**src/rtl/scsc_pkg.sv**
```systemverilog
// ----------------------------------------------------------------------------
// Score seven-segment command package
// Shared types, field widths, command word layout and the digit encoder.
// ----------------------------------------------------------------------------
`default_nettype none

package scsc_pkg;

	// Input and result field widths.
	localparam int unsigned SCORE_W = 16;
	localparam int unsigned SEG_W   = 7;
	localparam int unsigned POS_W   = 2;
	localparam int unsigned DIGIT_W = 4;
	localparam int unsigned WORD_W  = 29;
	localparam int unsigned NUM_DIGITS = 4;

	// Command word layout.
	localparam logic [2:0] OPC_SCORE_DIGIT = 3'd6;
	localparam int unsigned OPC_LSB = 26;
	localparam int unsigned PLAYER_BIT = 9;

	// Word counter within one run: blank word first, then four digits.
	localparam logic [2:0] IDX_BLANK = 3'd0;
	localparam logic [2:0] IDX_LAST  = 3'd4;

	// Position of the blank word and of the ones digit.
	localparam logic [POS_W-1:0] POS_BLANK = 2'd0;
	localparam logic [POS_W-1:0] POS_ONES  = 2'd3;

	// One run of digits ready for the output sequencer; seg[0] is the ones digit.
	typedef struct packed {
		logic                            player;
		logic [NUM_DIGITS-1:0][SEG_W-1:0] seg;
	} run_t;

	// Common-cathode segment pattern (g..a) of one decimal digit.
	function automatic logic [SEG_W-1:0] seg_encode(input logic [DIGIT_W-1:0] d);
		logic [SEG_W-1:0] s;
		unique case (d)
			4'd0: s = 7'h3F;
			4'd1: s = 7'h06;
			4'd2: s = 7'h5B;
			4'd3: s = 7'h4F;
			4'd4: s = 7'h66;
			4'd5: s = 7'h6D;
			4'd6: s = 7'h7D;
			4'd7: s = 7'h07;
			4'd8: s = 7'h7F;
			4'd9: s = 7'h6F;
			default: s = '0;
		endcase
		return s;
	endfunction

endpackage

`default_nettype wire

```
**src/rtl/scsc_bcd_split.sv**
```systemverilog
// ----------------------------------------------------------------------------
// Score digit splitter
// Splits a 16-bit score into its four low decimal digits by constant reciprocal
// multiplications and encodes each digit to its segment pattern.
// ----------------------------------------------------------------------------
`default_nettype none

module scsc_bcd_split
	import scsc_pkg::*;
(
	input  wire logic               player,
	input  wire logic [SCORE_W-1:0] score,
	output run_t                    run
);

	// Reciprocals scaled by 2^19, 2^23, 2^26 and 2^30; each is exact for 16-bit scores.
	localparam logic [16:0] RECIP_10    = 17'd52429;
	localparam logic [16:0] RECIP_100   = 17'd83887;
	localparam logic [16:0] RECIP_1000  = 17'd67109;
	localparam logic [16:0] RECIP_10000 = 17'd107375;

	logic [32:0] prod_10;
	logic [32:0] prod_100;
	logic [32:0] prod_1000;
	logic [32:0] prod_10000;
	logic [12:0] q10;
	logic [9:0]  q100;
	logic [6:0]  q1000;
	logic [2:0]  q10000;
	logic [15:0] rem_ones;
	logic [12:0] rem_tens;
	logic [9:0]  rem_hund;
	logic [6:0]  rem_thou;

	// The four quotients are independent of each other.
	assign prod_10    = 33'(score) * 33'(RECIP_10);
	assign prod_100   = 33'(score) * 33'(RECIP_100);
	assign prod_1000  = 33'(score) * 33'(RECIP_1000);
	assign prod_10000 = 33'(score) * 33'(RECIP_10000);

	assign q10    = prod_10[31:19];
	assign q100   = prod_100[32:23];
	assign q1000  = prod_1000[32:26];
	assign q10000 = prod_10000[32:30];

	// Each digit is a quotient less ten times the next one.
	assign rem_ones = score - 16'(q10) * 16'd10;
	assign rem_tens = q10 - 13'(q100) * 13'd10;
	assign rem_hund = q100 - 10'(q1000) * 10'd10;
	assign rem_thou = q1000 - 7'(q10000) * 7'd10;

	// Segment patterns, ones digit first.
	assign run.player = player;
	assign run.seg[0] = seg_encode(rem_ones[DIGIT_W-1:0]);
	assign run.seg[1] = seg_encode(rem_tens[DIGIT_W-1:0]);
	assign run.seg[2] = seg_encode(rem_hund[DIGIT_W-1:0]);
	assign run.seg[3] = seg_encode(rem_thou[DIGIT_W-1:0]);

endmodule

`default_nettype wire

```
**src/rtl/scsc_word_seq.sv**
```systemverilog
// ----------------------------------------------------------------------------
// Command word sequencer
// Holds one decoded run and sends its blank word and four digit words,
// one per transaction, marking the last with tlast.
// ----------------------------------------------------------------------------
`default_nettype none

module scsc_word_seq
	import scsc_pkg::*;
(
	input  wire logic        clk,
	input  wire logic        arst_n,
	input  wire logic        load,
	input  wire run_t        run,
	output logic             free,
	output logic             m_tvalid,
	input  wire logic        m_tready,
	output logic [31:0]      m_tdata,   // [28:0] command_word, [31:29] zero
	output logic             m_tlast
);

	logic        busy_q;
	logic [2:0]  cnt_q;
	run_t        run_q;
	logic        last;
	logic [1:0]  digit_idx;
	logic [SEG_W-1:0] seg;
	logic [POS_W-1:0] pos;
	logic [WORD_W-1:0] word;

	assign last = (cnt_q == IDX_LAST);

	// A new run may be loaded when idle or as the last word leaves.
	assign free = !busy_q || (m_tready && last);

	// Run control.
	always_ff @(posedge clk or negedge arst_n) begin
		if (!arst_n) begin
			busy_q <= 1'b0;
			cnt_q  <= IDX_BLANK;
		end else if (load) begin
			busy_q <= 1'b1;
			cnt_q  <= IDX_BLANK;
		end else if (busy_q && m_tready) begin
			if (last) begin
				busy_q <= 1'b0;
			end else begin
				cnt_q <= cnt_q + 3'd1;
			end
		end
	end

	// Run payload.
	always_ff @(posedge clk) begin
		if (load) begin
			run_q <= run;
		end
	end

	// Word assembly: the blank word has no segments and position zero.
	assign digit_idx = 2'(cnt_q - 3'd1);

	always_comb begin
		if (cnt_q == IDX_BLANK) begin
			seg = '0;
			pos = POS_BLANK;
		end else begin
			seg = run_q.seg[digit_idx];
			pos = POS_ONES - digit_idx;
		end
	end

	assign word = {OPC_SCORE_DIGIT, 16'd0, run_q.player, pos, seg};

	assign m_tvalid = busy_q;
	assign m_tdata  = {3'd0, word};
	assign m_tlast  = busy_q && last;

endmodule

`default_nettype wire

```
**src/rtl/score_seven_segment_commands_unit.sv**
```systemverilog
// ----------------------------------------------------------------------------
// Score seven-segment command unit
// Turns a player number and a binary score into five display command words.
// ----------------------------------------------------------------------------
// An input waits in the input stage until the sequencer is free, then is loaded into it.
// Output moves one word a cycle while m_tready is high; each input yields five words.
// An input is taken while the previous run is still being sent.
// Reset clears the input stage and the sequencer; no payload is reset.
`default_nettype none

module score_seven_segment_commands_unit
	import scsc_pkg::*;
(
	input  wire logic        clk,
	input  wire logic        arst_n,
	input  wire logic        s_tvalid,
	output logic             s_tready,
	input  wire logic [15:0] s_tdata,   // [15:0] score
	input  wire logic        s_tuser,   // [0] player
	output logic             m_tvalid,
	input  wire logic        m_tready,
	output logic [31:0]      m_tdata,   // [28:0] command_word, [31:29] zero
	output logic             m_tlast
);

	logic               valid_s1;
	logic               player_s1;
	logic [SCORE_W-1:0] score_s1;
	logic               seq_free;
	logic               load;
	run_t               run;

	// The input stage hands its item over when the sequencer can take a run.
	assign load     = valid_s1 && seq_free;
	assign s_tready = !valid_s1 || seq_free;

	// Input stage control.
	always_ff @(posedge clk or negedge arst_n) begin
		if (!arst_n) begin
			valid_s1 <= 1'b0;
		end else if (s_tready) begin
			valid_s1 <= s_tvalid;
		end
	end

	// Input stage payload.
	always_ff @(posedge clk) begin
		if (s_tvalid && s_tready) begin
			player_s1 <= s_tuser;
			score_s1  <= s_tdata;
		end
	end

	scsc_bcd_split u_split (
		.player (player_s1),
		.score  (score_s1),
		.run    (run)
	);

	scsc_word_seq u_seq (
		.clk      (clk),
		.arst_n   (arst_n),
		.load     (load),
		.run      (run),
		.free     (seq_free),
		.m_tvalid (m_tvalid),
		.m_tready (m_tready),
		.m_tdata  (m_tdata),
		.m_tlast  (m_tlast)
	);

	// An accepted transaction is always held in the input stage next cycle.
	assert property (@(posedge clk) disable iff (!arst_n)
		(s_tvalid && s_tready) |=> valid_s1)
		else $error("accepted input lost before the input stage");

	// A run is not broken off before its last word.
	assert property (@(posedge clk) disable iff (!arst_n)
		(m_tvalid && m_tready && !m_tlast) |=> m_tvalid)
		else $error("run ended before its last word");

	// A waiting item starts its run right after the previous run ends.
	assert property (@(posedge clk) disable iff (!arst_n)
		(m_tvalid && m_tready && m_tlast && valid_s1) |=>
		(m_tvalid && !m_tlast && m_tdata[6:0] == 7'd0))
		else $error("next run did not start with a blank word");

	// Every command word carries the score digit opcode.
	assert property (@(posedge clk) disable iff (!arst_n)
		m_tvalid |-> (m_tdata[28:26] == OPC_SCORE_DIGIT))
		else $error("command word without the score digit opcode");

endmodule

`default_nettype wire

```
**config.mk**
```make
export PLATFORM = sky130hd
export DESIGN_NAME = score_seven_segment_commands_unit
export DESIGN_NICKNAME = d
export VERILOG_FILES = /design/src/rtl/scsc_pkg.sv /design/src/rtl/scsc_bcd_split.sv /design/src/rtl/scsc_word_seq.sv /design/src/rtl/score_seven_segment_commands_unit.sv
export SDC_FILE = /design/constraint.sdc
export NUM_CORES = 1
export LEC_CHECK = 0
export BUFFER_PORTS_ARGS = -buffer_cell sky130_fd_sc_hd__buf_4
export CAP_MARGIN = 20
export CORE_MARGIN = 3
export CORE_UTILIZATION = 55
export CTS_CLUSTER_DIAMETER = 80
export DETAILED_ROUTE_END_ITERATION = 10
export PLACE_DENSITY = 0.68
export SYNTH_ARGS = -nofsm -noshare
export SYNTH_HDL_FRONTEND = slang
export SYNTH_SLANG_ARGS = --single-unit
```
**constraint.sdc**
```tcl
create_clock -name clk -period 9.4 [get_ports clk]
set_clock_uncertainty 0.1 [all_clocks]
set_input_delay 0.47 -clock clk [delete_from_list [all_inputs] [get_ports clk]]
set_output_delay 0.47 -clock clk [all_outputs]
set_load 0.1 [all_outputs]
```
==> impl_metrics.env <==
export IMPL_status="completed"
export IMPL_vias_per_cell=5.38
export IMPL_seq_area_um2=1510
export IMPL_max_stage_delay_ns=0.72
export IMPL_worstPathArrival_ns=8.87
export IMPL_regToRegSetupSlack_ns=0.53
export IMPL_vias=11200
export IMPL_seq_area_frac_synth_pct=8.83
export IMPL_start_kind="register"
export IMPL_cts_tree="done"
export IMPL_grt_first_pass_wirelength_mm=67.5
export IMPL_insertion_delay_ns=0.30
export IMPL_dieArea_um2=33200
export IMPL_cp_max_fo=11
export IMPL_diodes=0
export IMPL_gp_congestion=1.00
export IMPL_synth_area_um2=17100
export IMPL_use_met2_pct=44.9
export IMPL_r2r_end="u_seq.run_q[17]"
export IMPL_met3_usage_pct=3.67
export IMPL_rr_worst_depth=26
export IMPL_end_kind="register"
export IMPL_antenna_found_initial=0
export IMPL_tns_ns=0
export IMPL_firstDrtPassIters=5
export IMPL_cts_repair_resized=0
export IMPL_slew_headroom_pct=26.8
export IMPL_rsz0062_at_grt="false"
export IMPL_drt_iter0_drc=602
export IMPL_critPathRequiredTime_ns=9.40
export IMPL_drtAntennaViolNets=0
export IMPL_io_pins=56
export IMPL_clk_pin_slew_ns=0.08
export IMPL_grt_pass1_vias=12200
export IMPL_crit_top_cell="fa_1"
export IMPL_synthToLayoutAreaGrowth_pct=5.52
export IMPL_synth_ff_latch_count=51
export IMPL_nFillCells=2618
export IMPL_holdCritStartpoint="s_tdata[4]"
export IMPL_track_usage_pct=26.8
export IMPL_critPathKind="register to register"
export IMPL_core_area_um2=30100
export IMPL_root_buffer="clkbuf_16"
export IMPL_rr_startpoint="score_s1[13]"
export IMPL_dp_hpwl_mm=37.6
export IMPL_htree_levels=2
export IMPL_period_share_pct=94.3
export IMPL_fin_nets=2420
export IMPL_port_buffers=33
export IMPL_yosysUniqueCellTypes=71
export IMPL_synth_edf_count=46
export IMPL_yosysWarnings=0
export IMPL_setup_viol=0
export IMPL_die_w_um=182
export IMPL_hold_end="score_s1[4]"
export IMPL_rows=63
export IMPL_wl_per_cell_um=20.3
export IMPL_busiest_layer="met2"
export IMPL_start_util_pct=56.7
export IMPL_slew_viol_final=0
export IMPL_numCtsBuffers=5
export IMPL_syn_inst=1643
export IMPL_cts_buffer_depth=2
export IMPL_syn_area_per_cell_um2=10.4
export IMPL_multi_input_area_um2=13500
export IMPL_ctsHoldBuffers=1
export IMPL_slowest_stage="edfxtp_1"
export IMPL_period_minus_slack_ns=8.87
export IMPL_hold_class="primary input to register"
export IMPL_cap_violations=0
export IMPL_drc=0
export IMPL_fmax_ghz=0.113
export IMPL_die_height_um=182
export IMPL_hold_viol=0
export IMPL_cts_sinks=51
export IMPL_use_met1_pct=36.6
export IMPL_tightest_slew_ns=1.10
export IMPL_grt_overflow=0
export IMPL_synth_async_reset_ratio_pct=9.80
export IMPL_drive_gt1_share_pct=5.47
export IMPL_hold_depth=1
export IMPL_grt_start_max_net_pins=25
export IMPL_synthFlopType="edfxtp_1"
export IMPL_routed_wirelength_mm=42.3
export IMPL_cts_setup_buffers=0
==> worst max-delay path by stage <==
stage,startpoint,to,slack [ns],cells past startpoint
CTS,score_s1[13],u_seq.run_q[17],0.55,26
finish,score_s1[13],u_seq.run_q[17],0.53,26
floorplan,score_s1[11],u_seq.run_q[25],1.82,27
global placement,score_s1[8],u_seq.run_q[26],0.58,27
detailed placement,score_s1[13],u_seq.run_q[17],0.61,26
global route,score_s1[13],u_seq.run_q[17],0.06,26
==> area by class of cell <==
type	count	share of cell area, %
Inverter	518	10.8
Clock buffer	5	0.695
Multi-Input combinational cell	1063	74.8
Clock inverter	3	0.160
Sequential cell	51	8.37
Tap cell	390	2.71
Timing Repair Buffer	59	2.45
==> cell usage in the layout (no fill, tap or decap), types with 11 or more instances in the layout <==
| cell type | Yosys | routed |
|---|---|---|
| inv_1 | 518 | 518 |
| ha_1 | 404 | 404 |
| fa_1 | 297 | 297 |
| buf_4 | 24 | 57 |
| edfxtp_1 | 46 | 46 |
| a21oi_1 | 42 | 42 |
| xnor2_1 | 35 | 35 |
| nor2_1 | 30 | 30 |
| nand2_1 | 29 | 29 |
| o21ai_0 | 23 | 23 |
| conb_1 | 2 | 22 |
| nand3_1 | 16 | 16 |
| nor2b_1 | 15 | 15 |
| a21o_1 | 11 | 11 |
==> logic make-up after synthesis <==
| kind of cell | Yosys count | synth area share, % |
|---|---|---|
| other cells | 2 | 0.0440 |
| buf+inv | 549 | 12.7 |
| mux | 9 | 1.05 |
| flops | 51 | 8.83 |
| simple gates | 130 | 3.85 |
| fa+ha+maj | 701 | 64.5 |
| compound gates | 151 | 6.07 |
| xor+xnor | 50 | 3.01 |
==> Yosys cell counts (all sizes together) (2+ instances only) <==
library cell,n,area [um2]
inv,518,1940
ha,404,5050
fa,297,5950
edfxtp,46,1380
a21oi,45,244
xnor2,39,383
nor2,30,113
buf,29,210
nand2,29,109
o21ai,28,155
nand3,16,80.1
nor2b,15,93.8
a21o,13,100
o211ai,11,87.6
nand4,10,62.6
a211oi,9,72.6
xor2,9,86.3
a31oi,7,43.8
mux4,7,158
nor3,6,35.0
dfrtp,5,125
nand2b,5,31.3
and2,4,25.0
and3,4,25.0
o21a,4,30.0
o21bai,4,30.0
a2111oi,3,26.3
a22o,3,26.3
o2111ai,3,26.3
or2,3,18.8
or3,3,18.8
a211o,2,17.5
a21boi,2,15.0
a311oi,2,17.5
and4,2,17.5
clkbuf,2,7.51
conb,2,7.51
o31ai,2,15.0
o32ai,2,17.5
xnor3,2,45.0
==> sequential cells by signal, indices dropped and copies added (netlist names) <==
name            flops
u_seq.m_tvalid      1
u_seq.run_q        28
u_seq.m_tdata       1
valid_s1            1
u_seq.cnt_q         3
player_s1           1
score_s1           16
==> per-stage QoR <==
step / utilization (%) / instance area, um2 / setup slack (ns) / hold slack [ns] / instances
floorplan: - / 17100 / 1.82 / 0.0744 / 1663
global placement: 59.2 / 17800 / 0.581 / 0.176 / 2079
detailed placement: 59.2 / 17800 / 0.610 / 0.176 / 2080
CTS: 59.8 / 18000 / 0.552 / 0.240 / 2089
global route: 59.8 / 18000 / 0.0644 / 0.233 / 2089
finish: 59.8 / 18000 / 0.531 / 0.244 / 2089
==> routing by layer <==
metal  wire length (um)  share of wire [%]
met1              18200                 43
met3               2470                5.8
met5                  0                  0
met4               1650                3.9
met2              20000                 47
==> critical path: cells and delay by family (launching register included) <==
kind / cells / cell delay, ns
AOI/OAI and AO/OA: 6 / 1.48
xor gates and xnor gates: 7 / 2.12
adders and majority gates: 9 / 3.68
buffers and inverters: 3 / 0.41
DFF: 1 / 0.72
and+or+nand+nor: 1 / 0.15
Power is left out: the tool's default activity adds up to more than one toggle a clock period on the data nets, which glitch-free logic cannot reach.
